**src/rtl/ffa_ram.sv**
```systemverilog
// ----------------------------------------------------------------------------
// ffa_ram
// Generic simple dual-port RAM, one write port, one registered read port.
// ----------------------------------------------------------------------------
module ffa_ram #(
  parameter int unsigned WIDTH = 8,
  parameter int unsigned DEPTH = 16
) (
  input  logic                     clk_i,
  input  logic                     we_i,
  input  logic [$clog2(DEPTH)-1:0] waddr_i,
  input  logic [WIDTH-1:0]         wdata_i,
  input  logic                     re_i,
  input  logic [$clog2(DEPTH)-1:0] raddr_i,
  output logic [WIDTH-1:0]         rdata_o
);

  logic [WIDTH-1:0] mem_q [DEPTH];

  always_ff @(posedge clk_i) begin
    if (we_i) begin
      mem_q[waddr_i] <= wdata_i;
    end
    if (re_i) begin
      rdata_o <= mem_q[raddr_i];
    end
  end

endmodule

```
**config.mk**
```make
export PLATFORM = sky130hd
export DESIGN_NAME = ffa_ram
export DESIGN_NICKNAME = d
export VERILOG_FILES = /design/src/rtl/ffa_ram.sv
export SDC_FILE = /design/constraint.sdc
export NUM_CORES = 1
export LEC_CHECK = 0
export BUFFER_PORTS_ARGS = -buffer_cell sky130_fd_sc_hd__buf_2
export CAP_MARGIN = 10
export CORE_UTILIZATION = 59
export CTS_CLUSTER_SIZE = 28
export DETAILED_ROUTE_END_ITERATION = 12
export PLACE_DENSITY_LB_ADDON = 0.08
export SLEW_MARGIN = 20
export SYNTH_ARGS = -nofsm -noshare
export SYNTH_HDL_FRONTEND = slang
export SYNTH_SLANG_ARGS = --single-unit
```
**constraint.sdc**
```tcl
create_clock -name clk_i -period 1.8 [get_ports clk_i]
set_input_delay 0.09 -clock clk_i [delete_from_list [all_inputs] [get_ports clk_i]]
set_output_delay 0.09 -clock clk_i [all_outputs]
set_load 0.01 [all_outputs]
```
==> results of run 1 <==
## synthesized netlist by cell type
cell type	count
buf_2	3
nand3_1	1
and2b_1	1
buf_4	1
edfxtp_1	136
a22oi_1	16
and2_1	1
mux4_1	14
or3b_2	1
buf_6	3
nand2b_1	2
nor3_1	4
mux4_2	18
nand3b_1	2
nor2_1	13
nand2_1	9
clkdlybuf4s25_2	3
nor2b_1	1
## timing repair
action                                 in CTS  in global routing
hold buffers                                9                  0
setup endpoints to repair                   0                  0
endpoints found under the hold margin     136                  0
setup buffers                               0                  0
## cell families (layout without fill, tap and decap cells)
| kind of cell | after synthesis | in the layout |
|---|---|---|
| flip-flops | 136 | 136 |
| AND/OR/NAND/NOR | 35 | 35 |
| multiplexers | 32 | 32 |
| AO/OA/AOI/OAI | 16 | 16 |
| buffers and inverters | 10 | 91 |
## metrics by stage
step                hold WS, ns  std cells  setup slack (ns)  cell area, µm²    util
floorplan                0.1889        229            0.2171            5228       -
detailed placement       0.4636        374            0.1706            5620  0.6705
global placement         0.4704        374            0.1727            5620  0.6705
global route             0.1354        415            0.2357            6326  0.7547
finish                   0.1276        415            0.2977            6326  0.7547
CTS                      0.1103        415            0.2857            6326  0.7547
## worst reg2reg max path: cells and delay by family, from the launching register on
kind | cells | cell delay [ns]
mux | 1 | 0.47
simple gates | 1 | 0.10
flops | 1 | 0.37
compound gates | 1 | 0.30
## power groups by stage
stage               Clock, mW  Sequential [mW]  Combinational, mW
finish                   3.53             3.59              0.357
global placement            0             3.65              0.334
global route             3.72             3.59              0.385
floorplan                   0             3.66              0.180
detailed placement          0             3.65              0.343
CTS                      3.58             3.59              0.363
## final timing paths
check / slack [ns] / startpoint / to / cells after the start
max: 0.30 / mem_q[3][6] / rdata_o[6] / 3
min: 0.13 / waddr_i[0] / mem_q[0][0] / 3
max reg2reg: 0.30 / mem_q[3][6] / rdata_o[6] / 3
min reg2reg: 0.77 / mem_q[15][2] / rdata_o[2] / 3
## layer usage
metal  track usage  wire length [µm]  share of wire  vias up
met3       0.06398               480          0.048       15
met1        0.3328              4287           0.43     1331
met5             0                 0              0        -
met4       0.09328               163          0.016        0
li1              -                 -              -     1122
met2        0.3924              5015           0.50       80
## flip-flops by register name, indices dropped and copies added, names as in the netlist
name,flops
mem_q,128
rdata_o,8
## final cells by class
| cell class | instances | area share |
|---|---|---|
| clock buffer | 18 | 0.06606 |
| clock inverter | 14 | 0.03125 |
| multi-input combinational | 83 | 0.1671 |
| sequential | 136 | 0.6456 |
| tap | 105 | 0.02077 |
| timing repair buffer | 59 | 0.06922 |
==> flow_summary.ini, run 1 <==
[logic_synthesis]
synthDistinctLibCells = 18
synth_area_um2 = 5228
yosys-top-cells-area = edfxtp_1 (78%), mux4_2 (7.8%), mux4_1 (7.0%), a22oi_1 (2.3%), nor2_1 (0.93%)
synth_compound_area_frac = 0.02298
synthCells = 229
synthMuxAreaShare = 0.1479
syn_nets = 248
synth_fa_ha_area_frac = 0
yosys.area.top_type_share = 0.7812
synth_area_per_cell_um2 = 22.83
seq_area_frac_synth = 0.7812
synth-simple-area-share = 0.03135
yosysTopAreaCell = edfxtp_1
synthXorXnorAreaFrac = 0
ys_ff_latch = 136
yosys_warnings = 0
synth_top_family_by_area = multiplexers

[power]
powerDensity_nw_per_um2 = 1181
total_leakage_power_nw = 2.183
vdd_drop_max_uv = 986.0
p_sw_mw = 1.483
p_int_mw = 5.990
total_power_mw = 7.473
comb_power_share = 0.048
swShare = 0.1984
sequentialPowerShare = 0.480
pwr-share-clk = 0.472

[detailed_routing]
drt_iter0_markers = 131
routed_wirelength_um = 9946
ant_nets = 0
dr.pass1.iters = 4
avgViaCountPerCell = 6.140
drcViolationCount = 0
num_vias = 2548
wl_per_cell_um = 23.97

[worst_setup_path]
cp_num_buf_inv = 0
worstPathMaxFanout = 1
end_kind = flop
worstPathRequired_ns = 2.05
worst-setup-path-type = reg -> reg
slowest_stage = mux4_2
cp_cell_sequence = mux4_2 -> a22oi_1 -> nand2_1
cp_top_family = multiplexers
critical-path-max-stage-delay_ns = 0.47
crit_arrival_ns = 1.75
critPathLaunchType = flop

[clock_tree]
root_buffer = clkbuf_8
clk_pin_slew_worst_paths_ns = 0.06
cts_resized = 0
cts-htree-levels = 4
clkSinkCount = 136
cts_tree = yes
cts_buffer_depth = 2
numCtsBuffers = 17
clock_latency_ns = 0.51

[placed_design]
dp_hpwl_um = 6281
gp_congestion = 0.7212
portBuffers = 26

[die]
dieArea_um2 = 9241
start_util = 0.6237
dieHeight_um = 96.13
row_count = 33
ios = 27
fp.dieW_um = 96.13
coreArea_um2 = 8382

[timing]
tightest_slew_ns = 0.4274
drv_slew = 0
relSlewSlack = 0.7151
fin_tns_setup_ns = 0
fin_crit_sh = 0.8346
fin_crit_ns = 1.502
fmax_mhz = 665.6
grt_setup_unrepaired = false
hold_violations = 0
setup_viol = 0
skew_ns = 0.01026

[cells_and_area]
nFillCells = 478
final_common_cell = edfxtp_1
multi_input_area_um2 = 1057
layout_common_cells = edfxtp_1 (136), buf_2 (26), buf_4 (21)
syn2layout_area_growth_pct = 21.01
fin_nets = 316
ff_latch_area_um2 = 4084
final_layout_size_suffix_gt1_frac = 0.3194
diodes = 0

[grt]
overflow = 0
globalRouteTotalUtil = 0.2471
grt_max_degree = 17
antenna_found_initial = 0
grt_pass1_vias = 2649
grt_pass1_wl_um = 15100

[run]
maxCapViolCount = 0

[outcome]
outcome = completed

[min_path]
hold_path_class = in -> reg
Power figures use the tool's default switching activity.
==> run 2: changes to the inputs <==
Settings changed: CORE_UTILIZATION 59 to 54.
Clock period 1.8 ns to 1.3 ns, I/O delays scaled along.
==> run 2 against run 1 <==
The run now ends with setup timing left. Non-clock buffer count rose by 4. Count of clock-buffer cells in the layout did not move. Power rose by 40%. Sequential share of layout area fell by 1.0 points. Critical path depth did not move. Setup slack got worse by 0.45 ns. Final cell count rose by 6.7%. Combinational power rose by 57%. Die area rose by 9.1%. Sequential power rose by 38%. Via count fell by 0.51%. Largest power group unchanged.
==> flow_summary.ini, run 2 (synthesized netlist as in run 1, its figures left out) <==
[power]
powerDensity_nw_per_um2 = 1624
total_leakage_power_nw = 2.161
vdd_drop_max_uv = 842.2
total_power_mw = 10.44

[cells_and_area]
largest_reg_flops = 128
final_common_cell = edfxtp_1
top_regs = mem_q (128), rdata_o (8)
layout_common_cells = edfxtp_1 (136), mux4_2 (30), buf_2 (26)
syn2layout_area_growth_pct = 23.00
fin_cells = 443
final_layout_size_suffix_gt1_frac = 0.4013
regMostFlops = mem_q
fin_nets = 320
diodes = 0

[timing]
drv_slew = 0
hold_violations = 0
timing.final.ws_setup_ns = -0.1512
setup_viol = 8
fmax_mhz = 689.1
tightest_slew_ns = 0.9317
relSlewSlack = 0.3776
fin_crit_ns = 1.451
skew_ns = 0.01146
grt_setup_unrepaired = true
fin_crit_sh = 1.116

[detailed_routing]
top_layer = met4
routed_wirelength_um = 10390
dr_wl_met2_um = 4860
drcViolationCount = 0
wl_met1_um = 4651
wl_met3_um = 780
avgViaCountPerCell = 5.722
dr.pass1.iters = 4
wl_per_cell_um = 23.45
ant_nets = 0
drt_iter0_markers = 223
num_vias = 2535

[worst_setup_path]
critPathLaunchType = flop
worst-setup-path-type = reg -> reg
worstPathMaxFanout = 1
cp_cell_sequence = mux4_2 -> a22oi_2 -> nand2_1
worstPathRequired_ns = 1.56
r2r_setup_slack_ns = -0.15
critical-path-max-stage-delay_ns = 0.53
crit_arrival_ns = 1.71
cp_num_buf_inv = 0
cp_top_family = multiplexers
end_kind = flop
slowest_stage = mux4_2

[die]
dieArea_um2 = 10080
ios = 27
coreArea_um2 = 9328
start_util = 0.5604
fp.dieW_um = 100.4
dieHeight_um = 100.4
row_count = 35

[clock_tree]
clk_pin_slew_worst_paths_ns = 0.06
cts-htree-levels = 4
clock_latency_ns = 0.52
cts_buffer_depth = 2
cts_setup_buffers = 0
numCtsBuffers = 17
root_buffer = clkbuf_8
cts_tree = yes
clkSinkCount = 136

[placed_design]
gp_congestion = 0.6764
portBuffers = 26
dp_cells = 402
dp_hpwl_um = 6366

[grt]
grt_pass1_vias = 2599
overflow = 0
antenna_found_initial = 0
globalRouteTotalUtil = 0.2378
grt_pass1_wl_um = 16040
grt_max_degree = 17

[outcome]
outcome = complete, but fails checks
failed_checks = setup timing

[min_path]
hold_path_class = in -> reg

[run]
maxCapViolCount = 0
run 2: path summary, 6_finish.rpt:
kind / end / startpoint / depth (start not counted)
worst max-delay path: rdata_o[5] / mem_q[11][5] / 3
worst min-delay path: mem_q[4][6] / waddr_i[0] / 3
worst max register to register: rdata_o[5] / mem_q[11][5] / 3
worst min register to register: rdata_o[6] / mem_q[3][6] / 3
run 2: cell type report:
class	instances	area [µm²]
clock buffers	18	417.9
clock inverters	14	198.9
well taps	129	161.4
repair buffers	63	505.5
multi-input cells	83	1062
flip-flops and latches	136	4084
fillers	586	2898
run 2: per-layer routing:
metal  vias up  GRT usage
met4         0    0.08361
li1       1119          -
met2       104     0.3372
met3         9    0.07312
met1      1303     0.3544
met5         -          0
run 2: tightest hold or removal path: stages:
cell and delay [ns]:
buf_2 0.14, nor3_1 0.07, buf_4 0.17
run 2: what timing repair did:
item                       in CTS  in global routing
setup endpoints to repair       8                  8
resized for setup               9                  5
hold buffers                    9                  0
hold endpoints to repair      136                  0
pin swaps                       3                  4
run 2: power by group:
part	internal [mW]	leakage [nW]	total (mW)	switching [mW]
Combinational	0.258	0.637	0.561	0.303
Clock	3.13	0.288	4.91	1.78
Sequential	4.94	1.24	4.97	0.0257
Total	8.33	2.16	10.4	2.11
run 2: through the flow:
stage               utilization  setup WS, ns  cell area [µm²]  TNS, ns  hold slack [ns]
finish                   0.6893       -0.1512             6430  -0.8860           0.1143
global placement         0.6107       -0.2823             5697   -2.750           0.4363
CTS                      0.6885       -0.1565             6422   -1.013          0.09911
floorplan                     -      -0.03115             5218  -0.9464           0.1639
global route             0.6893       -0.1876             6430   -1.184           0.1077
detailed placement       0.6107       -0.3267             5697   -3.324           0.4363
==> run 3: changes to the inputs <==
Settings changed: CAP_MARGIN 10 to default, CORE_ASPECT_RATIO from default to 0.75.
==> run 3 against run 2 <==
The flow still finishes with violations (setup timing). Core utilization down 1.8 points. Clock power is 15% lower. Count of clock-buffer cells in the layout increased by 1. Sequential cell count unchanged. Register-to-register slack hardly changed. Clock skew fell by 0.0012 ns. Sequential share of layout area up 2.3 points. Worst hold slack lost 0.078 ns. Via count shrank 2.6%. Cell area down 3.6%. First-iteration DRC count rose by 12%. Critical path depth unchanged. Largest power group unchanged.
==> flow_summary.ini, run 3 (synthesized netlist as in run 1, its figures left out) <==
[grt]
grt_max_degree = 22
grt_pass1_wl_um = 14940
globalRouteTotalUtil = 0.2264
overflow = 0
antenna_found_initial = 1
grt_pass1_vias = 2447

[cells_and_area]
regMostFlops = mem_q
postLayoutCoreUtil = 0.6715
nFillCells = 654
final_layout_size_suffix_gt1_frac = 0.3816
multi_input_area_um2 = 1051
largest_reg_flops = 128
layout_common_cells = edfxtp_1 (136), mux4_2 (29), buf_2 (26)
fin_nets = 310
top_regs = mem_q (128), rdata_o (8)
ff_latch_area_um2 = 4084
final_common_cell = edfxtp_1
syn2layout_area_growth_pct = 18.62

[timing]
skew_ns = 0.01024
setup_viol = 8
hold_violations = 0
fin_crit_sh = 1.110
relSlewSlack = 0.3918
grt_setup_unrepaired = true
drv_slew = 0
timing.final.ws_setup_ns = -0.1431
holdWs_ns = 0.03592
tightest_slew_ns = 0.9104
fmax_mhz = 693.0
fin_crit_ns = 1.443

[worst_setup_path]
end_kind = flop
crit_end = rdata_o[5]
timing.rr.start = mem_q[10][5]
r2r-end = rdata_o[5]
startpoint = mem_q[10][5]
worstPathRequired_ns = 1.44
r2r_cells = 3
r2r_setup_slack_ns = -0.14
worst-setup-path-type = reg -> reg
worstPathMaxFanout = 1
crit_arrival_ns = 1.59
critPathLaunchType = flop

[detailed_routing]
drcViolationCount = 0
avgViaCountPerCell = 5.704
ant_nets = 0
routed_wirelength_um = 9950
num_vias = 2470
wl_per_cell_um = 22.98
dr.pass1.iters = 4
drt_iter0_markers = 249

[clock_tree]
root_buffer = clkbuf_16
cts_tree = yes
clock_latency_ns = 0.41
clkSinkCount = 136
cts_buffer_depth = 2
cts_setup_buffers = 0
numCtsBuffers = 17
cts-htree-levels = 4
clk_pin_slew_worst_paths_ns = 0.06

[placed_design]
place_ws_ns = -0.3455
dp_hpwl_um = 6285
gp_congestion = 0.7169
portBuffers = 26

[power]
total_leakage_power_nw = 2.084
vdd_drop_max_uv = 1036
powerDensity_nw_per_um2 = 1559

[die]
coreArea_um2 = 9234
ios = 27
row_count = 30
dieArea_um2 = 10080
start_util = 0.5661
fp.dieW_um = 115.6
dieHeight_um = 87.21

[outcome]
outcome = complete, but fails checks
failed_checks = setup timing

[run]
maxCapViolCount = 0

[min_path]
hold_path_class = in -> reg
[run 3: where the power goes]
part | switching [mW] | internal, mW | total (mW)
Combinational | 0.276 | 0.226 | 0.503
Sequential | 0.0283 | 4.94 | 4.97
Clock | 1.63 | 2.57 | 4.19
Total | 1.93 | 7.74 | 9.67
[run 3: stage by stage]
stage,instance area [µm²],power [mW],TNS [ns],std cells
after floorplan,5218,5.321,-0.9464,229
after global placement,5663,5.543,-2.759,400
after detailed placement,5663,5.553,-2.810,400
after CTS,6186,9.732,-1.123,432
after global routing,6198,9.951,-1.087,432
final,6201,9.669,-0.7753,433
[run 3: routing by layer]
layer | up-vias | wire [µm] | global-route usage
li1 | 1097 | - | -
met1 | 1284 | 4352 | 0.3298
met2 | 84 | 4736 | 0.3255
met3 | 5 | 792 | 0.06402
met4 | 0 | 70 | 0.09674
met5 | - | 0 | 0
[run 3: worst min path at each step]
| stage | start | slack (ns) | to | cells after the start |
|---|---|---|---|---|
| finish | re_i | 0.04 | rdata_o[6] | 1 |
| global route | re_i | 0.04 | rdata_o[6] | 1 |
| CTS | re_i | 0.03 | rdata_o[6] | 1 |
| detailed placement | re_i | 0.47 | rdata_o[6] | 1 |
| global placement | wdata_i[4] | 0.46 | mem_q[10][4] | 1 |
| floorplan | wdata_i[0] | 0.16 | mem_q[0][0] | 0 |
[run 3: final cells by class]
class | instances | area share
Multi-Input combinational cell | 83 | 0.1695
Tap cell | 128 | 0.02583
Antenna cell | 1 | 0.0004036
Clock buffer | 19 | 0.06981
Timing Repair Buffer | 53 | 0.06174
Clock inverter | 13 | 0.01412
Sequential cell | 136 | 0.6586
[run 3: timing repair]
item / in CTS / in global routing
hold buffers: 0 / 0
hold endpoints to repair: 0 / 0
resized for setup: 4 / 6
gates cloned: 0 / 0
pin swaps: 3 / 5
endpoints found under the setup margin: 8 / 8
[run 3: worst max-delay path: stages, from the launching register on]
cell      delay (ns)
edfxtp_1        0.38
mux4_2          0.48
a22oi_2         0.22
nand2_1         0.10
