[src/rtl/ffa_pkg.sv]
// ----------------------------------------------------------------------------
// ffa_pkg
// Shared types and codes of the first-fit aligned free list allocator.
// ----------------------------------------------------------------------------
package ffa_pkg;

  localparam logic KIND_ALLOC = 1'b0;
  localparam logic KIND_FREE  = 1'b1;

  localparam logic [1:0] ST_OK    = 2'd0;
  localparam logic [1:0] ST_NOFIT = 2'd1;
  localparam logic [1:0] ST_FULL  = 2'd2;

  localparam logic REG_POOL0_CAP = 1'b0;
  localparam logic REG_POOL1_CAP = 1'b1;

  // slave beat: req_size, align_log2, block_offset
  localparam int unsigned S_TDATA_W = 72;
  localparam int unsigned S_TUSER_W = 2;
  // master beat: status, alloc_offset, used_bytes, free_block_count
  localparam int unsigned M_TDATA_W = 80;

  typedef enum logic [2:0] {
    SEQ_IDLE,
    SEQ_SCAN,
    SEQ_FPLAN,
    SEQ_SHIFT,
    SEQ_WRA,
    SEQ_WRB,
    SEQ_DONE
  } seq_state_e;

  typedef enum logic [1:0] {
    SH_NONE,
    SH_UP,
    SH_DOWN
  } shift_dir_e;

  typedef struct packed {
    logic inc;
    logic dec;
    logic add;
    logic sub;
    logic clr_fresh;
  } pool_cmd_t;

endpackage

[src/rtl/ffa_pool_regs.sv]
// ----------------------------------------------------------------------------
// ffa_pool_regs
// Per-pool capacity, fresh flag, free block count and bytes in use.
// ----------------------------------------------------------------------------
module ffa_pool_regs #(
  parameter int unsigned MAX_FREE_BLOCKS = 64,
  parameter int unsigned ADDR_BITS       = 32,
  localparam int unsigned CNT_W = $clog2(MAX_FREE_BLOCKS + 1)
) (
  input  logic                            clk_i,
  input  logic                            rst_ni,
  input  logic                            cfg_we_i,
  input  logic                            cfg_idx_i,
  input  logic [31:0]                     cfg_wdata_i,
  input  logic                            pool_i,
  input  ffa_pkg::pool_cmd_t              cmd_i,
  input  logic [31:0]                     amount_i,
  output logic [1:0]                      fresh_o,
  output logic [1:0][ADDR_BITS-1:0]       cap_o,
  output logic [1:0][CNT_W-1:0]           cnt_o,
  output logic [1:0][31:0]                bytes_o
);

  localparam int unsigned XW = (ADDR_BITS > 32) ? ADDR_BITS : 32;
  localparam logic [ADDR_BITS-1:0] AMAX = '1;

  logic [1:0]                fresh_q, fresh_d;
  logic [1:0][ADDR_BITS-1:0] cap_q, cap_d;
  logic [1:0][CNT_W-1:0]     cnt_q, cnt_d;
  logic [1:0][31:0]          bytes_q, bytes_d;
  logic [XW-1:0]             cfg_ext;
  logic [ADDR_BITS-1:0]      cfg_clamped;
  logic [32:0]               add_sum;

  assign cfg_ext     = XW'(cfg_wdata_i);
  assign cfg_clamped = (cfg_ext > XW'(AMAX)) ? AMAX : cfg_ext[ADDR_BITS-1:0];
  assign add_sum     = {1'b0, bytes_q[pool_i]} + {1'b0, amount_i};

  always_comb begin
    fresh_d = fresh_q;
    cap_d   = cap_q;
    cnt_d   = cnt_q;
    bytes_d = bytes_q;
    if (cfg_we_i) begin
      cap_d[cfg_idx_i]   = cfg_clamped;
      fresh_d[cfg_idx_i] = 1'b1;
      cnt_d[cfg_idx_i]   = CNT_W'(1);
      bytes_d[cfg_idx_i] = '0;
    end else begin
      if (cmd_i.clr_fresh) begin
        fresh_d[pool_i] = 1'b0;
      end
      if (cmd_i.inc) begin
        cnt_d[pool_i] = cnt_q[pool_i] + CNT_W'(1);
      end else if (cmd_i.dec) begin
        cnt_d[pool_i] = cnt_q[pool_i] - CNT_W'(1);
      end
      if (cmd_i.add) begin
        bytes_d[pool_i] = add_sum[32] ? '1 : add_sum[31:0];
      end else if (cmd_i.sub) begin
        bytes_d[pool_i] = (bytes_q[pool_i] >= amount_i) ? bytes_q[pool_i] - amount_i : '0;
      end
    end
  end

  always_ff @(posedge clk_i or negedge rst_ni) begin
    if (!rst_ni) begin
      fresh_q <= '1;
      cap_q   <= '0;
      cnt_q   <= {2{CNT_W'(1)}};
      bytes_q <= '0;
    end else begin
      fresh_q <= fresh_d;
      cap_q   <= cap_d;
      cnt_q   <= cnt_d;
      bytes_q <= bytes_d;
    end
  end

  assign fresh_o = fresh_q;
  assign cap_o   = cap_q;
  assign cnt_o   = cnt_q;
  assign bytes_o = bytes_q;

endmodule

[config.mk]
export PLATFORM = sky130hd
export DESIGN_NAME = ffa_pool_regs
export DESIGN_NICKNAME = d
export VERILOG_FILES = /design/src/rtl/ffa_pkg.sv /design/src/rtl/ffa_pool_regs.sv
export SDC_FILE = /design/constraint.sdc
export NUM_CORES = 1
export LEC_CHECK = 0
export ABC_CLOCK_PERIOD_IN_PS = 4100
export BUFFER_PORTS_ARGS = -buffer_cell sky130_fd_sc_hd__buf_2
export CAP_MARGIN = 20
export CORE_MARGIN = 1.5
export CORE_UTILIZATION = 40
export CTS_BUF_LIST = sky130_fd_sc_hd__clkbuf_8 sky130_fd_sc_hd__clkbuf_16
export CTS_CLUSTER_DIAMETER = 60
export CTS_CLUSTER_SIZE = 24
export DETAILED_ROUTE_END_ITERATION = 6
export PLACE_DENSITY = 0.66
export SKIP_LAST_GASP = 1
export SLEW_MARGIN = 20
export SYNTH_ARGS = -nofsm -noshare
export SYNTH_HDL_FRONTEND = slang
export SYNTH_SLANG_ARGS = --single-unit
[constraint.sdc]
create_clock -name clk_i -period 4.1 [get_ports clk_i]
set_clock_uncertainty 0.05 [all_clocks]
set_input_delay 0.205 -clock clk_i [delete_from_list [all_inputs] [get_ports clk_i]]
set_output_delay 0.205 -clock clk_i [all_outputs]
set_load 0.03 [all_outputs]
==> results_dict.tcl, run 1 <==
set metrics [dict create \
    clkSlewWorstSetupHoldPaths_ns 0.08 \
    timing_limited_maximum_frequency_ghz 0.263 \
    cts_tree "yes" \
    power-per-cell-area_nw_per_um2 498 \
    avgViaCountPerCell 5.89 \
    fin_nets 1548 \
    ys_types 102 \
    critical_path.max_stage_delay_ns 0.49 \
    cpLargestDelayFamily "compound AO/OA/AOI/OAI gates" \
    hold-path-endpoint "fresh_o[1]" \
    cts_max_path_buffers 2 \
    antenna-diode-count 0 \
    dpl.cell_count 1686 \
    grt_antenna_before_repair 0 \
    finalCriticalPeriod_ns 3.80 \
    ys_seq_area_share_pct 33.9 \
    max-slew-margin-rel_pct 26.0 \
    htree_num_levels 4 \
    critical_path.startpoint_type "flip-flop" \
    detail_route.wirelength_mm 37.2 \
    critical_path_arrival_ns 4.06 \
    synth.yosys.warnings 0 \
    dp.final_hpwl_mm 27.6 \
    cts-buffers-inserted 17 \
    ys_ff_latch 144 \
    timing.setup.tns_ns 0 \
    die_span_y_um 166 \
    timing.rr.start "bytes_o[43]" \
    synth.top_cell.area_share_pct 32.9 \
    insertion_delay_ns 0.43 \
    maxCapViolCount 0 \
    num_io_pins 218 \
    initial_detailed_routing_violation_count 728 \
    syn2layout_area_growth_pct 24.2 \
    grtUsageTotal_pct 27.0 \
    worst_hold_startpoint "cmd_i[0]" \
    post_synth_main_area_contributors "dfrtp_1 (33%), mux2_2 (10%), ha_1 (8.0%)" \
    vias 10314 \
    worstPathCellList "mux2_2, ha_1, a21o_1, a21o_1, a21oi_1, a21oi_4, o311a_1, buf_12, a22o_1, o21ai_1, a21oi_1, a31o_1" \
    post_cts_resize_count 0 \
    syn-num-nets 1305 \
    synth_top_flop_cell "dfrtp_1" \
    floorplan.core_area_um2 26100 \
    gp_routability_congestion 0.976 \
    postRouteAntennaNets 0 \
    syn_inst 1161 \
    setup_viol 0 \
    power.static_leakage_nw 6.38 \
    number_of_buffer_cells_added_on_primary_ports 217 \
    hold_viol_final 0 \
    drive_above_1_share_pct 32.0 \
    reg2reg_depth 12 \
    maximum_number_of_pins_on_one_net_before_global_route_repair 113 \
    cp_required_ns 4.37 \
    critical_path_class "reg -> reg" \
    vdd_ir_drop_max_mv 0.303 \
    crit_path_end_kind "flip-flop" \
    numClockSinks 144 \
    die_area_um2 27600 \
    router_iterations_before_antenna_repair 5 \
    wire_per_inst_um 21.3 \
    placement_rows 59 \
    chipWidth_um 166 \
    reg2reg_to "bytes_o[16]" \
    avgSynthCellArea_um2 9.17 \
    period_share_pct 92.7 \
    synth-edff-count 0 \
    starting_utilization_of_the_core_area_pct 40.9 \
    stdcell_count 1752 \
    cp_max_fo 12 \
    run_status "complete, no violations" \
    path_buf_inv 1 \
    slew_viol_final 0 \
    share_of_flip_flops_with_an_asynchronous_set_or_reset_after_synthesis_pct 100 \
    grt_setup_unrepaired "false" \
    gr-total-overflow 0 \
    post-synth-top-area-cell "dfrtp_1" \
    whs_path_depth 4 \
    grt_first_pass_wirelength_mm 59.3 \
    timing.reg2reg.setup_slack_ns 0.30 \
    vias_in_the_first_global_route 10393 \
    cts.root.buffer_cell "clkbuf_16" \
    drc_errors 0 \
    hold_path.class "in -> reg" \
    measured_slew_at_the_worst_slew_check_pin_ns 1.11 \
    cp_slowest_cell "o311a_1" \
    syn_area_um2 10600 \
]
[metrics by stage]
step                power [mW]  util, %  hold slack [ns]  setup WS [ns]  cell area (um2)
floorplan                 3.93        -           -0.141         0.0745            10600
global placement          4.89     47.0            0.353          0.141            12300
detailed placement        4.91     47.0            0.362          0.122            12300
CTS                       6.58     50.7           0.0475          0.335            13200
global route              6.94     50.7           0.0957         0.0526            13200
finish                    6.58     50.7           0.0619          0.301            13200
[worst max-delay path by stage]
stage                      startpoint          end  slack (ns)  depth (start not counted)
after global placement         pool_i  bytes_o[29]        0.14                         13
after detailed placement       pool_i  bytes_o[21]        0.12                         15
final                     bytes_o[43]  bytes_o[16]        0.30                         12
after floorplan                pool_i  bytes_o[27]        0.07                         17
after CTS                 bytes_o[43]  bytes_o[29]        0.34                         10
after global routing       bytes_o[0]  bytes_o[21]        0.05                         13
[layout by cell type (no fill, tap or decap), types with 18 or more instances in the layout]
cell,n
buf_4,45
nand2_1,47
nor2_1,65
o21ai_1,32
ha_1,68
o21ai_0,57
a21o_1,20
nand3_1,87
dfrtp_1,140
mux2_2,97
dlygate4sd3_1,34
a21oi_1,97
inv_1,75
nor3_1,18
buf_2,216
[per-layer routing]
| metal | wire length [um] | vias up | GRT usage, % |
|---|---|---|---|
| li1 | - | 4784 | - |
| met1 | 16000 | 5015 | 35.1 |
| met2 | 17500 | 435 | 44.7 |
| met3 | 2580 | 80 | 5.51 |
| met4 | 1120 | 0 | 8.70 |
| met5 | 0 | - | 0 |
[worst register-to-register path, stage by stage (launching register included)]
cell and delay [ns]:
dfrtp_1 0.44, mux2_2 0.34, ha_1 0.46, a21o_1 0.24, a21o_1 0.23, a21oi_1 0.31
a21oi_4 0.16, o311a_1 0.49, buf_12 0.21, a22o_1 0.20, o21ai_1 0.23, a21oi_1 0.11
a31o_1 0.23
[flip-flops by register name (all words and copies together) (netlist names)]
name,cells
bytes_o,64
cnt_o,14
cap_o,64
fresh_o,2
[Yosys cell counts, types with 4 or more instances]
cell type,n
and3_1,9
nand2_1,48
mux2_2,97
buf_2,20
nand2b_1,14
inv_1,75
o41ai_2,6
o311ai_1,4
a221o_1,5
dfrtp_1,140
a32oi_1,4
a31oi_1,8
a21oi_1,97
o21bai_1,10
a2bb2oi_1,6
a211oi_1,8
ha_1,68
nand3_1,87
o31ai_1,13
nor2b_1,12
dfstp_2,4
or3_1,7
a21o_1,20
o22ai_1,8
or2_2,4
clkbuf_1,41
o211ai_1,7
nor3_1,18
buf_1,7
o21a_1,7
buf_4,5
o21ai_0,57
mux2i_1,10
nor4_1,6
xor2_1,4
nand4_1,9
o21ai_1,34
o221ai_1,6
xnor2_1,8
nor2_1,65
and2_1,5
[cell families after synthesis]
kind of cell,share of synthesized area [%]
xor+xnor,0.987
flops,33.9
buf+inv,5.98
fa+ha+maj,8.37
compound gates,25.4
mux,11.2
simple gates,14.2
[repair_timing]
action | in CTS | in global routing
endpoints found under the setup margin | 0 | 0
endpoints found under the hold margin | 173 | 0
buffers inserted | 0 | 0
hold buffers | 34 | 0
[final cells by class]
cell class | instances | area [um2]
inverter | 76 | 285
fill | 2428 | 12800
multi-input combinational | 865 | 6440
sequential | 144 | 3610
tap | 335 | 419
clock inverter | 15 | 189
clock buffer | 17 | 425
timing repair buffer | 300 | 1850
[report_power, final]
part           internal [mW]  switching, mW  total (mW)
clock network          0.834          0.793        1.63
registers               1.67          0.186        1.85
logic                   1.10           2.01        3.10
total                   3.60           2.98        6.58
(Power assumes the default switching activity.)
==> run 2, diff against run 1 <==
--- a/config.mk
+++ b/config.mk
@@ -6,15 +6,17 @@
 export NUM_CORES = 1
 export LEC_CHECK = 0
 export ABC_CLOCK_PERIOD_IN_PS = 4100
-export BUFFER_PORTS_ARGS = -buffer_cell sky130_fd_sc_hd__buf_2
 export CAP_MARGIN = 20
+export CELL_PAD_IN_SITES_DETAIL_PLACEMENT = 1
+export CELL_PAD_IN_SITES_GLOBAL_PLACEMENT = 1
 export CORE_MARGIN = 1.5
 export CORE_UTILIZATION = 40
 export CTS_BUF_LIST = sky130_fd_sc_hd__clkbuf_8 sky130_fd_sc_hd__clkbuf_16
 export CTS_CLUSTER_DIAMETER = 60
 export CTS_CLUSTER_SIZE = 24
 export DETAILED_ROUTE_END_ITERATION = 6
-export PLACE_DENSITY = 0.66
+export DONT_BUFFER_PORTS = 1
+export PLACE_DENSITY = 0.73
 export SKIP_LAST_GASP = 1
 export SLEW_MARGIN = 20
 export SYNTH_ARGS = -nofsm -noshare
==> run 2 against run 1 <==
Cell count shrank 8.1%. Register-to-register slack worse by 0.098 ns. Non-clock buffer count shrank 142. Clock-buffer cell count unchanged. Critical path type unchanged. Combinational power is 8.1% lower. Via count decreased by 3.3%. Die area is the same. Largest cell class unchanged. Critical path depth grew 2. Hold slack lost 0.027 ns.
==> results_dict.tcl, run 2 (synthesized netlist as in run 1, its figures left out) <==
set metrics [dict create \
    starting_utilization_of_the_core_area_pct 40.9 \
    cp_required_ns 4.33 \
    p_int_mw 3.67 \
    fin_nets 1406 \
    final_common_cell "dfrtp_1" \
    slew_viol_final 0 \
    initial_detailed_routing_violation_count 645 \
    measured_slew_at_the_worst_slew_check_pin_ns 1.06 \
    cts.root.buffer_cell "clkbuf_16" \
    timing.reg2reg.setup_slack_ns 0.20 \
    number_of_buffer_cells_added_on_primary_ports 0 \
    hold_viol_final 0 \
    power-per-cell-area_nw_per_um2 527 \
    grt_antenna_before_repair 1 \
    cts_max_path_buffers 2 \
    cts-buffers-inserted 17 \
    cp_slowest_cell "o311ai_2" \
    power.combinational.fraction_pct 42.6 \
    worstPathCellList "mux2i_1, inv_1, ha_1, fa_1, nand2b_4, a211oi_4, o311ai_2, a21oi_2, o2111ai_4, and2_1, buf_4, a21oi_1, a21oi_1, o21ai_0" \
    wire_per_inst_um 25.6 \
    chipWidth_um 166 \
    p_seq_share_pct 31.7 \
    cpLargestDelayFamily "compound AO/OA/AOI/OAI gates" \
    drive_above_1_share_pct 24.0 \
    cts_hold_buf 40 \
    reg2reg_depth 14 \
    vias 9976 \
    run_status "complete, no violations" \
    insertion_delay_ns 0.44 \
    die_area_um2 27600 \
    most_frequent_cells_in_the_layout "dfrtp_1 (140), buf_4 (117), mux2_2 (97), a21oi_1 (97), nand3_1 (87)" \
    dp.final_hpwl_mm 29.4 \
    gp_routability_congestion 0.936 \
    clkSlewWorstSetupHoldPaths_ns 0.07 \
    power.static_leakage_nw 5.81 \
    maxCapViolCount 0 \
    postRouteAntennaNets 0 \
    reg2reg_to "bytes_o[60]" \
    period_share_pct 95.1 \
    worst_hold_startpoint "cfg_we_i" \
    finalCriticalPeriod_ns 3.90 \
    cp-startpoint "bytes_o[0]" \
    post_cts_resize_count 0 \
    timing.rr.start "bytes_o[0]" \
    grtUsageTotal_pct 29.9 \
    setup_viol 0 \
    numClockSinks 144 \
    num_io_pins 218 \
    post_dp_cell_area_um2 11600 \
    detail_route.wirelength_mm 41.2 \
    cp-endpoint "bytes_o[60]" \
    timing_limited_maximum_frequency_ghz 0.257 \
    vdd_ir_drop_max_mv 0.290 \
    die_span_y_um 166 \
    floorplan.core_area_um2 26100 \
    placement_rows 59 \
    max-slew-margin-rel_pct 29.1 \
    maximum_number_of_pins_on_one_net_before_global_route_repair 145 \
    crit_path_end_kind "flip-flop" \
    gr-total-overflow 0 \
    cp_max_fo 6 \
    timing.setup.tns_ns 0 \
    avgViaCountPerCell 6.20 \
    vias_in_the_first_global_route 10745 \
    hold_path.class "in -> reg" \
    htree_num_levels 4 \
    p_clk_share_pct 25.6 \
    grt_setup_unrepaired "false" \
    cts_tree "yes" \
    critical_path_class "reg -> reg" \
    critical_path.max_stage_delay_ns 0.53 \
    syn2layout_area_growth_pct 19.0 \
    netSwitchingFraction_pct 45.1 \
    critical-path-top-cell-by-count "a21oi_1" \
    critical_path_arrival_ns 4.12 \
    post_cts_buffers 0 \
    critical_path_depth 14 \
    finish.instance_area_um2 12700 \
    path_buf_inv 2 \
    grt_first_pass_wirelength_mm 64.7 \
    p_sw_mw 3.01 \
    drc_errors 0 \
    router_iterations_before_antenna_repair 7 \
    critical_path.startpoint_type "flip-flop" \
    fillCellCount 2954 \
]
==> run 2: changes by cell type in the layout (fill, tap and decap cells not counted), moves of 2 or more <==
cell,delta
clkinv_8,-4
buf_2,-216
inv_6,+3
buf_12,-3
dlygate4sd3_1,+5
buf_4,+72
bufinv_16,+2
inv_8,-2
==> run 2: power by group through the flow <==
stage | registers [mW] | logic (mW) | clock network [mW]
finish | 2.12 | 2.85 | 1.71
global route | 2.15 | 3.07 | 1.77
CTS | 2.11 | 2.81 | 1.71
detailed placement | 2.14 | 2.71 | 0
global placement | 2.12 | 2.65 | 0
floorplan | 2.32 | 1.61 | 0
==> run 2: area by class of cell <==
| cell class | count | area [um2] | area share, % |
|---|---|---|---|
| multi-input combinational | 865 | 6430 | 50.8 |
| timing repair buffer | 158 | 1320 | 10.4 |
| antenna | 1 | 2.50 | 0.0198 |
| clock buffer | 17 | 425 | 3.36 |
| sequential | 144 | 3610 | 28.5 |
| tap | 335 | 419 | 3.31 |
| inverter | 76 | 285 | 2.25 |
| clock inverter | 14 | 176 | 1.39 |
==> run 2: through the flow <==
step	total power [mW]	worst slack (ns)	hold slack, ns	std cells	utilization [%]
after floorplan	3.93	0.0745	-0.141	1161	-
after global placement	4.77	0.398	-0.138	1538	44.7
after detailed placement	4.85	0.305	-0.138	1538	44.7
after CTS	6.63	0.254	0.000383	1609	48.6
after global routing	6.99	0.00783	0.0528	1609	48.6
final	6.68	0.203	0.0349	1610	48.6
==> run 2: worst register-to-register path, cell delays in order, from the launching register on <==
cell and delay, ns:
dfrtp_1 0.39, mux2i_1 0.20, inv_1 0.08, ha_1 0.23
fa_1 0.50, nand2b_4 0.13, a211oi_4 0.08, o311ai_2 0.53
a21oi_2 0.16, o2111ai_4 0.32, and2_1 0.33, buf_4 0.20
a21oi_1 0.06, a21oi_1 0.33, o21ai_0 0.15
==> run 2: worst min-delay path by stage <==
stage,endpoint,slack (ns),cells after the start
floorplan,bytes_o[0],-0.14,0
global placement,cnt_o[6],-0.14,0
detailed placement,cnt_o[11],-0.14,0
CTS,bytes_o[1],0.0004,2
global route,bytes_o[24],0.05,2
finish,bytes_o[24],0.03,2
==> run 2: per-layer routing <==
metal | vias to the layer above | GRT usage [%] | wire length, um
met5 | - | 0 | 0
met4 | 0 | 11.1 | 1310
met3 | 85 | 7.13 | 2830
met2 | 348 | 51.8 | 20600
met1 | 5058 | 36.0 | 16500
li1 | 4485 | - | -
