<file path="src/rtl/ffa_pkg.sv">
// ----------------------------------------------------------------------------
// ffa_pkg
// Shared types and codes of the first-fit aligned free list allocator.
// ----------------------------------------------------------------------------
package ffa_pkg;

  localparam logic KIND_ALLOC = 1'b0;
  localparam logic KIND_FREE  = 1'b1;

  localparam logic [1:0] ST_OK    = 2'd0;
  localparam logic [1:0] ST_NOFIT = 2'd1;
  localparam logic [1:0] ST_FULL  = 2'd2;

  localparam logic REG_POOL0_CAP = 1'b0;
  localparam logic REG_POOL1_CAP = 1'b1;

  // slave beat: req_size, align_log2, block_offset
  localparam int unsigned S_TDATA_W = 72;
  localparam int unsigned S_TUSER_W = 2;
  // master beat: status, alloc_offset, used_bytes, free_block_count
  localparam int unsigned M_TDATA_W = 80;

  typedef enum logic [2:0] {
    SEQ_IDLE,
    SEQ_SCAN,
    SEQ_FPLAN,
    SEQ_SHIFT,
    SEQ_WRA,
    SEQ_WRB,
    SEQ_DONE
  } seq_state_e;

  typedef enum logic [1:0] {
    SH_NONE,
    SH_UP,
    SH_DOWN
  } shift_dir_e;

  typedef struct packed {
    logic inc;
    logic dec;
    logic add;
    logic sub;
    logic clr_fresh;
  } pool_cmd_t;

endpackage

</file>
<file path="src/rtl/ffa_seq.sv">
// ----------------------------------------------------------------------------
// ffa_seq
// Request sequencer: table scan, planning, shift and write-back, result beat.
// ----------------------------------------------------------------------------
module ffa_seq #(
  parameter int unsigned MAX_FREE_BLOCKS = 64,
  parameter int unsigned ADDR_BITS       = 32,
  localparam int unsigned CNT_W = $clog2(MAX_FREE_BLOCKS + 1),
  localparam int unsigned IW    = $clog2(MAX_FREE_BLOCKS),
  localparam int unsigned OW    = ADDR_BITS + 1,
  localparam int unsigned DW    = ADDR_BITS + OW
) (
  input  logic                             clk_i,
  input  logic                             rst_ni,
  input  logic                             s_axis_tvalid_i,
  output logic                             s_axis_tready_o,
  input  logic [ffa_pkg::S_TDATA_W-1:0]    s_axis_tdata_i,
  input  logic [ffa_pkg::S_TUSER_W-1:0]    s_axis_tuser_i,
  output logic                             m_axis_tvalid_o,
  input  logic                             m_axis_tready_i,
  output logic [ffa_pkg::M_TDATA_W-1:0]    m_axis_tdata_o,
  input  logic [1:0]                       fresh_i,
  input  logic [1:0][ADDR_BITS-1:0]        cap_i,
  input  logic [1:0][CNT_W-1:0]            cnt_i,
  input  logic [1:0][31:0]                 bytes_i,
  output logic                             pool_o,
  output ffa_pkg::pool_cmd_t               cmd_o,
  output logic [31:0]                      amount_o,
  output logic                             ram_we_o,
  output logic [IW:0]                      ram_waddr_o,
  output logic [DW-1:0]                    ram_wdata_o,
  output logic                             ram_re_o,
  output logic [IW:0]                      ram_raddr_o,
  input  logic [DW-1:0]                    ram_rdata_i
);

  localparam int unsigned CW   = ((OW > 32) ? OW : 32) + 2;
  localparam int unsigned XW   = (ADDR_BITS > 32) ? ADDR_BITS : 32;
  localparam int unsigned CXW  = CNT_W + 7;
  localparam int unsigned MPAD = ffa_pkg::M_TDATA_W - 73;
  localparam logic [ADDR_BITS-1:0] AMAX = '1;

  ffa_pkg::seq_state_e state_q, state_d;
  ffa_pkg::shift_dir_e dir_q, dir_d;

  logic                 kind_q, kind_d, pool_q, pool_d;
  logic [31:0]          size_q, size_d, boff_q, boff_d;
  logic [4:0]           alg_q, alg_d;
  logic [CNT_W-1:0]     n_q, n_d, ridx_q, ridx_d, j_q, j_d, lo_q, lo_d;
  logic [CNT_W-1:0]     sh_q, sh_d, shw_q, shw_d;
  logic                 rv_q, rfresh_q;
  logic [OW-1:0]        prev_off_q, prev_off_d, cur_off_q, cur_off_d;
  logic [ADDR_BITS-1:0] prev_sz_q, prev_sz_d, cur_sz_q, cur_sz_d;
  logic                 prev_vld_q, prev_vld_d, cur_vld_q, cur_vld_d;
  logic                 wa_en_q, wa_en_d, wb_en_q, wb_en_d;
  logic [CNT_W-1:0]     wa_idx_q, wa_idx_d, wb_idx_q, wb_idx_d;
  logic [OW-1:0]        wa_off_q, wa_off_d, wb_off_q, wb_off_d;
  logic [ADDR_BITS-1:0] wa_sz_q, wa_sz_d, wb_sz_q, wb_sz_d;
  logic [1:0]           status_q, status_d;
  logic [31:0]          aoff_q, aoff_d;
  logic                 mv_q, mv_d;
  logic [ffa_pkg::M_TDATA_W-1:0] md_q, md_d;

  logic                 accept, re, we, rfresh_d;
  logic [CNT_W-1:0]     ra, wi, iidx;
  logic [DW-1:0]        wd;
  logic [OW-1:0]        e_off;
  logic [ADDR_BITS-1:0] e_sz;
  logic [CW-1:0]        a_m1, al, pad, need, rem;
  logic                 fit, ge, hit, scan_end;
  logic [XW-1:0]        boff_ext, size_ext;
  logic [ADDR_BITS-1:0] boffc, sizec;
  logic [CW-1:0]        sum_both, sum_next, sum_prev;
  logic [ADDR_BITS-1:0] sat_both, sat_next, sat_prev;
  logic                 mn, mp, sh_issue, sh_done;
  logic [CXW-1:0]       cnt_ext;

  assign accept = s_axis_tvalid_i && s_axis_tready_o;
  assign s_axis_tready_o = (state_q == ffa_pkg::SEQ_IDLE);

  // entry read back, entry 0 of a freshly set pool reads as the whole pool
  assign e_off = rfresh_q ? '0 : ram_rdata_i[OW-1:0];
  assign e_sz  = rfresh_q ? cap_i[pool_q] : ram_rdata_i[DW-1:OW];

  assign boff_ext = XW'(boff_q);
  assign size_ext = XW'(size_q);
  assign boffc = (boff_ext > XW'(AMAX)) ? AMAX : boff_ext[ADDR_BITS-1:0];
  assign sizec = (size_ext > XW'(AMAX)) ? AMAX : size_ext[ADDR_BITS-1:0];

  assign a_m1 = (CW'(1) << alg_q) - CW'(1);
  assign al   = (CW'(e_off) + a_m1) & ~a_m1;
  assign pad  = al - CW'(e_off);
  assign need = pad + CW'(size_q);
  assign fit  = need <= CW'(e_sz);
  assign rem  = CW'(e_sz) - need;
  assign ge   = CW'(e_off) >= CW'(boffc);

  assign hit      = rv_q && ((kind_q == ffa_pkg::KIND_ALLOC) ? fit : ge);
  assign scan_end = hit || (ridx_q == n_q);
  assign iidx     = ridx_q - CNT_W'(1);

  assign mn = cur_vld_q && (CW'(boffc) + CW'(sizec) == CW'(cur_off_q));
  assign mp = prev_vld_q && (CW'(prev_off_q) + CW'(prev_sz_q) == CW'(boffc));
  assign sum_both = CW'(prev_sz_q) + CW'(sizec) + CW'(cur_sz_q);
  assign sum_next = CW'(cur_sz_q) + CW'(sizec);
  assign sum_prev = CW'(prev_sz_q) + CW'(sizec);
  assign sat_both = (sum_both > CW'(AMAX)) ? AMAX : sum_both[ADDR_BITS-1:0];
  assign sat_next = (sum_next > CW'(AMAX)) ? AMAX : sum_next[ADDR_BITS-1:0];
  assign sat_prev = (sum_prev > CW'(AMAX)) ? AMAX : sum_prev[ADDR_BITS-1:0];

  assign sh_issue = (dir_q == ffa_pkg::SH_UP)   ? (sh_q > lo_q) :
                    (dir_q == ffa_pkg::SH_DOWN) ? (sh_q < n_q)  : 1'b0;
  assign sh_done  = !sh_issue && !rv_q;

  always_comb begin
    state_d = state_q;
    case (state_q)
      ffa_pkg::SEQ_IDLE: begin
        if (accept) begin
          state_d = ffa_pkg::SEQ_SCAN;
        end
      end
      ffa_pkg::SEQ_SCAN: begin
        if (scan_end) begin
          if (kind_q == ffa_pkg::KIND_FREE) begin
            state_d = ffa_pkg::SEQ_FPLAN;
          end else if (!hit || (pad != '0 && rem != '0
                                && n_q >= CNT_W'(MAX_FREE_BLOCKS))) begin
            state_d = ffa_pkg::SEQ_DONE;
          end else begin
            state_d = ffa_pkg::SEQ_SHIFT;
          end
        end
      end
      ffa_pkg::SEQ_FPLAN: begin
        if (!mn && !mp && n_q >= CNT_W'(MAX_FREE_BLOCKS)) begin
          state_d = ffa_pkg::SEQ_DONE;
        end else begin
          state_d = ffa_pkg::SEQ_SHIFT;
        end
      end
      ffa_pkg::SEQ_SHIFT: begin
        if (sh_done) begin
          state_d = ffa_pkg::SEQ_WRA;
        end
      end
      ffa_pkg::SEQ_WRA:  state_d = ffa_pkg::SEQ_WRB;
      ffa_pkg::SEQ_WRB:  state_d = ffa_pkg::SEQ_DONE;
      ffa_pkg::SEQ_DONE: begin
        if (!mv_q || m_axis_tready_i) begin
          state_d = ffa_pkg::SEQ_IDLE;
        end
      end
      default: state_d = ffa_pkg::SEQ_IDLE;
    endcase
  end

  always_comb begin
    kind_d = kind_q; pool_d = pool_q; size_d = size_q; boff_d = boff_q; alg_d = alg_q;
    n_d = n_q; ridx_d = ridx_q; j_d = j_q; lo_d = lo_q; sh_d = sh_q; shw_d = shw_q;
    dir_d = dir_q;
    prev_off_d = prev_off_q; prev_sz_d = prev_sz_q; prev_vld_d = prev_vld_q;
    cur_off_d = cur_off_q; cur_sz_d = cur_sz_q; cur_vld_d = cur_vld_q;
    wa_en_d = wa_en_q; wa_idx_d = wa_idx_q; wa_off_d = wa_off_q; wa_sz_d = wa_sz_q;
    wb_en_d = wb_en_q; wb_idx_d = wb_idx_q; wb_off_d = wb_off_q; wb_sz_d = wb_sz_q;
    status_d = status_q; aoff_d = aoff_q;
    mv_d = mv_q; md_d = md_q;
    re = 1'b0; ra = '0; we = 1'b0; wi = '0; wd = '0;
    cmd_o = '0; amount_o = size_q;
    cnt_ext = CXW'(cnt_i[pool_q]);

    if (mv_q && m_axis_tready_i) begin
      mv_d = 1'b0;
    end

    case (state_q)
      ffa_pkg::SEQ_IDLE: begin
        if (accept) begin
          kind_d = s_axis_tuser_i[0];
          pool_d = s_axis_tuser_i[1];
          size_d = s_axis_tdata_i[31:0];
          alg_d  = s_axis_tdata_i[36:32];
          boff_d = s_axis_tdata_i[68:37];
          n_d    = cnt_i[s_axis_tuser_i[1]];
          ridx_d = '0;
          prev_vld_d = 1'b0;
          cur_vld_d  = 1'b0;
          dir_d   = ffa_pkg::SH_NONE;
          wa_en_d = 1'b0;
          wb_en_d = 1'b0;
          status_d = ffa_pkg::ST_OK;
          aoff_d  = '0;
        end
      end
      ffa_pkg::SEQ_SCAN: begin
        if (!scan_end) begin
          re = 1'b1;
          ra = ridx_q;
          ridx_d = ridx_q + CNT_W'(1);
        end
        if (kind_q == ffa_pkg::KIND_FREE) begin
          if (rv_q && !ge) begin
            prev_off_d = e_off;
            prev_sz_d  = e_sz;
            prev_vld_d = 1'b1;
          end
          if (scan_end) begin
            j_d       = hit ? iidx : n_q;
            cur_vld_d = hit;
            cur_off_d = e_off;
            cur_sz_d  = e_sz;
          end
        end else if (scan_end) begin
          if (!hit) begin
            status_d = ffa_pkg::ST_NOFIT;
          end else if (pad != '0 && rem != '0 && n_q >= CNT_W'(MAX_FREE_BLOCKS)) begin
            status_d = ffa_pkg::ST_FULL;
          end else begin
            status_d  = ffa_pkg::ST_OK;
            aoff_d    = al[31:0];
            cmd_o.add = 1'b1;
            lo_d      = iidx;
            if (pad != '0 && rem != '0) begin
              dir_d    = ffa_pkg::SH_UP;
              sh_d     = n_q;
              cmd_o.inc = 1'b1;
              wa_en_d  = 1'b1;
              wa_idx_d = iidx;
              wa_off_d = e_off;
              wa_sz_d  = pad[ADDR_BITS-1:0];
              wb_en_d  = 1'b1;
              wb_idx_d = ridx_q;
              wb_off_d = OW'(al + CW'(size_q));
              wb_sz_d  = rem[ADDR_BITS-1:0];
            end else if (pad != '0) begin
              wa_en_d  = 1'b1;
              wa_idx_d = iidx;
              wa_off_d = e_off;
              wa_sz_d  = pad[ADDR_BITS-1:0];
            end else if (rem == '0) begin
              dir_d     = ffa_pkg::SH_DOWN;
              sh_d      = ridx_q;
              cmd_o.dec = 1'b1;
            end else begin
              wa_en_d  = 1'b1;
              wa_idx_d = iidx;
              wa_off_d = OW'(al + CW'(size_q));
              wa_sz_d  = rem[ADDR_BITS-1:0];
            end
          end
        end
      end
      ffa_pkg::SEQ_FPLAN: begin
        amount_o = 32'(sizec);
        if (!mn && !mp && n_q >= CNT_W'(MAX_FREE_BLOCKS)) begin
          status_d = ffa_pkg::ST_FULL;
        end else begin
          cmd_o.sub = 1'b1;
          lo_d      = j_q;
          wa_en_d   = 1'b1;
          if (mn && mp) begin
            dir_d     = ffa_pkg::SH_DOWN;
            sh_d      = j_q + CNT_W'(1);
            cmd_o.dec = 1'b1;
            wa_idx_d  = j_q - CNT_W'(1);
            wa_off_d  = prev_off_q;
            wa_sz_d   = sat_both;
          end else if (mn) begin
            wa_idx_d = j_q;
            wa_off_d = OW'(boffc);
            wa_sz_d  = sat_next;
          end else if (mp) begin
            wa_idx_d = j_q - CNT_W'(1);
            wa_off_d = prev_off_q;
            wa_sz_d  = sat_prev;
          end else begin
            dir_d     = ffa_pkg::SH_UP;
            sh_d      = n_q;
            cmd_o.inc = 1'b1;
            wa_idx_d  = j_q;
            wa_off_d  = OW'(boffc);
            wa_sz_d   = sizec;
          end
        end
      end
      ffa_pkg::SEQ_SHIFT: begin
        if (sh_issue) begin
          re = 1'b1;
          if (dir_q == ffa_pkg::SH_UP) begin
            ra    = sh_q - CNT_W'(1);
            sh_d  = sh_q - CNT_W'(1);
            shw_d = sh_q;
          end else begin
            ra    = sh_q;
            sh_d  = sh_q + CNT_W'(1);
            shw_d = sh_q - CNT_W'(1);
          end
        end
        if (rv_q) begin
          we = 1'b1;
          wi = shw_q;
          wd = {e_sz, e_off};
        end
      end
      ffa_pkg::SEQ_WRA: begin
        we = wa_en_q;
        wi = wa_idx_q;
        wd = {wa_sz_q, wa_off_q};
      end
      ffa_pkg::SEQ_WRB: begin
        we = wb_en_q;
        wi = wb_idx_q;
        wd = {wb_sz_q, wb_off_q};
      end
      ffa_pkg::SEQ_DONE: begin
        if (!mv_q || m_axis_tready_i) begin
          mv_d = 1'b1;
          md_d = {{MPAD{1'b0}}, cnt_ext[6:0], bytes_i[pool_q], aoff_q, status_q};
        end
      end
      default: begin
      end
    endcase

    cmd_o.clr_fresh = we && (wi == '0);
  end

  assign rfresh_d = re && (ra == '0) && fresh_i[pool_q];

  always_ff @(posedge clk_i or negedge rst_ni) begin
    if (!rst_ni) begin
      state_q <= ffa_pkg::SEQ_IDLE;
      rv_q    <= 1'b0;
      mv_q    <= 1'b0;
    end else begin
      state_q <= state_d;
      rv_q    <= re;
      mv_q    <= mv_d;
    end
  end

  always_ff @(posedge clk_i) begin
    rfresh_q <= rfresh_d;
    kind_q <= kind_d; pool_q <= pool_d; size_q <= size_d; boff_q <= boff_d; alg_q <= alg_d;
    n_q <= n_d; ridx_q <= ridx_d; j_q <= j_d; lo_q <= lo_d; sh_q <= sh_d; shw_q <= shw_d;
    dir_q <= dir_d;
    prev_off_q <= prev_off_d; prev_sz_q <= prev_sz_d; prev_vld_q <= prev_vld_d;
    cur_off_q <= cur_off_d; cur_sz_q <= cur_sz_d; cur_vld_q <= cur_vld_d;
    wa_en_q <= wa_en_d; wa_idx_q <= wa_idx_d; wa_off_q <= wa_off_d; wa_sz_q <= wa_sz_d;
    wb_en_q <= wb_en_d; wb_idx_q <= wb_idx_d; wb_off_q <= wb_off_d; wb_sz_q <= wb_sz_d;
    status_q <= status_d; aoff_q <= aoff_d;
    md_q <= md_d;
  end

  assign pool_o          = pool_q;
  assign ram_re_o        = re;
  assign ram_raddr_o     = {pool_q, ra[IW-1:0]};
  assign ram_we_o        = we;
  assign ram_waddr_o     = {pool_q, wi[IW-1:0]};
  assign ram_wdata_o     = wd;
  assign m_axis_tvalid_o = mv_q;
  assign m_axis_tdata_o  = md_q;

endmodule

</file>
<file path="config.mk">
export PLATFORM = sky130hd
export DESIGN_NAME = ffa_seq
export DESIGN_NICKNAME = d
export VERILOG_FILES = /design/src/rtl/ffa_pkg.sv /design/src/rtl/ffa_seq.sv
export SDC_FILE = /design/constraint.sdc
export NUM_CORES = 2
export LEC_CHECK = 0
export ABC_AREA = 1
export BUFFER_PORTS_ARGS = -buffer_cell sky130_fd_sc_hd__buf_4
export CAP_MARGIN = 30
export CELL_PAD_IN_SITES_DETAIL_PLACEMENT = 0
export CELL_PAD_IN_SITES_GLOBAL_PLACEMENT = 1
export CORE_MARGIN = 2
export CORE_UTILIZATION = 40
export DETAILED_ROUTE_END_ITERATION = 10
export HOLD_SLACK_MARGIN = 0.15
export PLACE_DENSITY = 0.72
export SETUP_SLACK_MARGIN = 0.05
export SLEW_MARGIN = 20
export SYNTH_ARGS = -nofsm -noshare
export SYNTH_HDL_FRONTEND = slang
export SYNTH_SLANG_ARGS = --single-unit
export TNS_END_PERCENT = 100
</file>
<file path="constraint.sdc">
create_clock -name clk_i -period 35.9 [get_ports clk_i]
set_clock_uncertainty 0.1 [all_clocks]
set_input_delay 5.385 -clock clk_i [delete_from_list [all_inputs] [get_ports clk_i]]
set_output_delay 5.385 -clock clk_i [all_outputs]
set_load 0.02 [all_outputs]
</file>
==> results.json <==
{
  "worstSetupStartpointType": "input pin",
  "dieWidth_um": 338,
  "cts_sinks": 506,
  "grt-ovfl-total": 0,
  "synth-seq-cells": 506,
  "pwr-share-seq_pct": 16.8,
  "io_buffers": 477,
  "whs_ns": 0.309,
  "clk_latency_ns": 0.67,
  "synth.yosys.warnings": 0,
  "holdPathStages": 0,
  "via_count": 44400,
  "final_area_um2": 52700,
  "final_common_cell": "nand2_1",
  "fin_tns_setup_ns": 0,
  "fillers": 11300,
  "total_power_mw": 6.11,
  "rsz0062_at_grt": "no",
  "cp.arrival_ns": 16.03,
  "reg2reg_depth": 47,
  "synthArstFlopShare_pct": 0.988,
  "cp_top_family": "compound AO/OA/AOI/OAI gates",
  "core_area_um2": 111000,
  "multi_input_area_um2": 25900,
  "max_freq_mhz": 46.5,
  "synth_flop_cell": "edfxtp_1",
  "synth_edf_count": 500,
  "start_util_pct": 40.3,
  "slew_viol_final": 0,
  "dp_slack_ns": 14.70,
  "ir_drop_mv": 0.280,
  "syn_to_final_growth_pct": 18.1,
  "place_area_um2": 50200,
  "status": "complete, no violations",
  "min_from": "aoff_q[30]",
  "cp_num_buf_inv": 9,
  "clk_root_buffer_cell": "clkbuf_16",
  "slew_headroom_pct": 33.0,
  "ff2ff_setup_slack_ns": 23.25,
  "utilization_pct": 47.6,
  "hpwl_um": 159000,
  "path_class": "input pin to primary output",
  "ant_nets": 0,
  "crit_required_ns": 30.41,
  "crit_path_max_incr_delay_ns": 0.57,
  "r2r-start": "alg_q[4]",
  "power.switching_mw": 3.46,
  "first_global_vias": 41300,
  "finalSetupViolations": 0,
  "p_int_mw": 2.65,
  "period_needed_ns": 21.51,
  "path_depth": 48,
  "swShare_pct": 56.6,
  "cts_tree": "done",
  "die_area_um2": 114000,
  "cts_setup_buffers": 0,
  "gp_congestion": 0.979,
  "drc": 0,
  "routed_wl_um": 195000,
  "power_frac_comb_pct": 71.3,
  "syn-cell-area_um2": 44600,
  "holdPathEnd": "m_axis_tdata_o[32]",
  "leakage_nw": 25.0,
  "worst_pin_slew_ns": 1.01,
  "vias_per_cell": 5.47,
  "cpMaxStageDelayCell": "o21ai_0",
  "clock_power_share_pct": 11.9,
  "cts_made_buffers": 67,
  "fin_crit_sh_pct": 59.9,
  "final_cell_mix": "nand2_1, inv_1, buf_4",
  "cts_resized": 0,
  "crit_path_end_kind": "primary output",
  "layout.cells.non_filler": 8117,
  "grt_usage_pct": 33.3,
  "fp-row-count": 122,
  "first_iter_violations": 4159,
  "cp_max_fo": 8,
  "syn_inst": 6082,
  "yosys.cell_types.count": 73,
  "ios": 488,
  "ff_latch_area_um2": 15200,
  "die_y_um": 338,
  "dr.pass1.iters": 6,
  "hold_class": "flip-flop to flip-flop",
  "fin_ws_ns": 14.39,
  "hold_violations": 0,
  "htree_num_levels": 3,
  "drive_gt1_share_pct": 13.5,
  "power.density_nw_per_um2": 116,
  "postCtsHoldBufs": 0,
  "rr_endpoint": "aoff_q[30]",
  "grt_max_degree": 68,
  "antenna_found_initial": 17,
  "grt_pass1_wl_um": 276000,
  "clk_pin_slew_ns": 0.05,
  "cts_buffer_depth": 3,
  "yosysSeqAreaShare_pct": 34.0,
  "avgSynthCellArea_um2": 7.33,
  "dp_cells": 7986,
  "maxCapViolations": 0,
  "nNetsFinal": 7205,
  "avgRoutedWirePerCell_um": 24.0
}
[power by group through the flow]
stage,clock network (mW),registers [mW],logic [mW]
6_report,0.729,1.02,4.35
5_1_grt,0.763,1.03,4.77
4_1_cts,0.742,1.02,4.28
3_5_place_dp,0,1.03,4.26
3_3_place_gp,0,1.03,4.25
2_1_floorplan,0,1.02,2.84
[flip-flops by register name, summed over array words and instances, names as in the netlist, 33 cells and up]
signal	count
wa_off_q	33
wb_off_q	33
cur_off_q	33
m_axis_tdata_o	73
prev_off_q	33
[area by class of cell]
type | count | share of cell area (%)
Antenna cell | 5 | 0.0238
Clock buffer | 77 | 3.25
Clock inverter | 46 | 1.28
Inverter | 761 | 5.42
Multi-Input combinational cell | 4649 | 49.2
Sequential cell | 506 | 28.8
Tap cell | 1488 | 3.53
Timing Repair Buffer | 585 | 8.47
[metal layers]
layer	global-route usage [%]	vias to the layer above	wire length, µm	part of all wire (%)
met3	5.81	250	15000	7.7
met5	0	-	41	0.021
met1	46.7	21100	87500	45
met4	10.3	6	6450	3.3
met2	52.1	1688	85800	44
li1	-	21400	-	-
[worst max-delay path by stage]
| stage | slack, ns | from | end |
|---|---|---|---|
| 6_report | 14.39 | ram_rdata_i[0] | cmd_o[3] |
| 2_1_floorplan | 17.66 | ram_rdata_i[1] | cmd_o[4] |
| 3_3_place_gp | 14.38 | ram_rdata_i[0] | cmd_o[3] |
| 3_5_place_dp | 14.70 | ram_rdata_i[0] | cmd_o[3] |
| 5_1_grt | 13.46 | ram_rdata_i[0] | cmd_o[3] |
| 4_1_cts | 14.66 | ram_rdata_i[0] | cmd_o[3] |
[synth_stat cells (10+ instances only)]
master | n | share of area (%)
a21o_1 | 30 | 0.51
a22oi_1 | 64 | 1.1
inv_1 | 734 | 6.2
nor4_1 | 25 | 0.35
a31oi_1 | 20 | 0.28
a21oi_2 | 29 | 0.57
edfxtp_1 | 500 | 34
a211oi_1 | 10 | 0.17
nand3_1 | 286 | 3.2
o21ai_0 | 325 | 3.6
nand2_1 | 1661 | 14
nand3_2 | 14 | 0.31
xor2_1 | 202 | 4.0
o211ai_1 | 35 | 0.59
ha_1 | 339 | 9.5
clkbuf_1 | 129 | 1.1
nand3b_1 | 11 | 0.19
nor2_2 | 23 | 0.32
a21boi_0 | 20 | 0.34
o21ai_1 | 110 | 1.2
a21oi_1 | 419 | 4.7
buf_6 | 10 | 0.25
inv_2 | 24 | 0.20
nand2_2 | 35 | 0.49
nor3_1 | 75 | 0.84
buf_1 | 13 | 0.11
xnor2_1 | 114 | 2.2
o21bai_1 | 21 | 0.35
or2_2 | 23 | 0.32
buf_4 | 10 | 0.17
nand4_1 | 112 | 1.6
buf_2 | 12 | 0.13
nor2_1 | 517 | 4.4
[kinds of logic after synthesis]
kind of cell | count (synthesis) | share of synthesized area (%)
other | 1 | 0.00841
and+or+nand+nor | 2830 | 27.0
buffers and inverters | 935 | 8.16
adders and majority gates | 348 | 9.92
DFF | 506 | 34.0
xor gates and xnor gates | 320 | 6.35
AOI/OAI and AO/OA | 1142 | 14.6
Power figures use the tool's default switching activity.
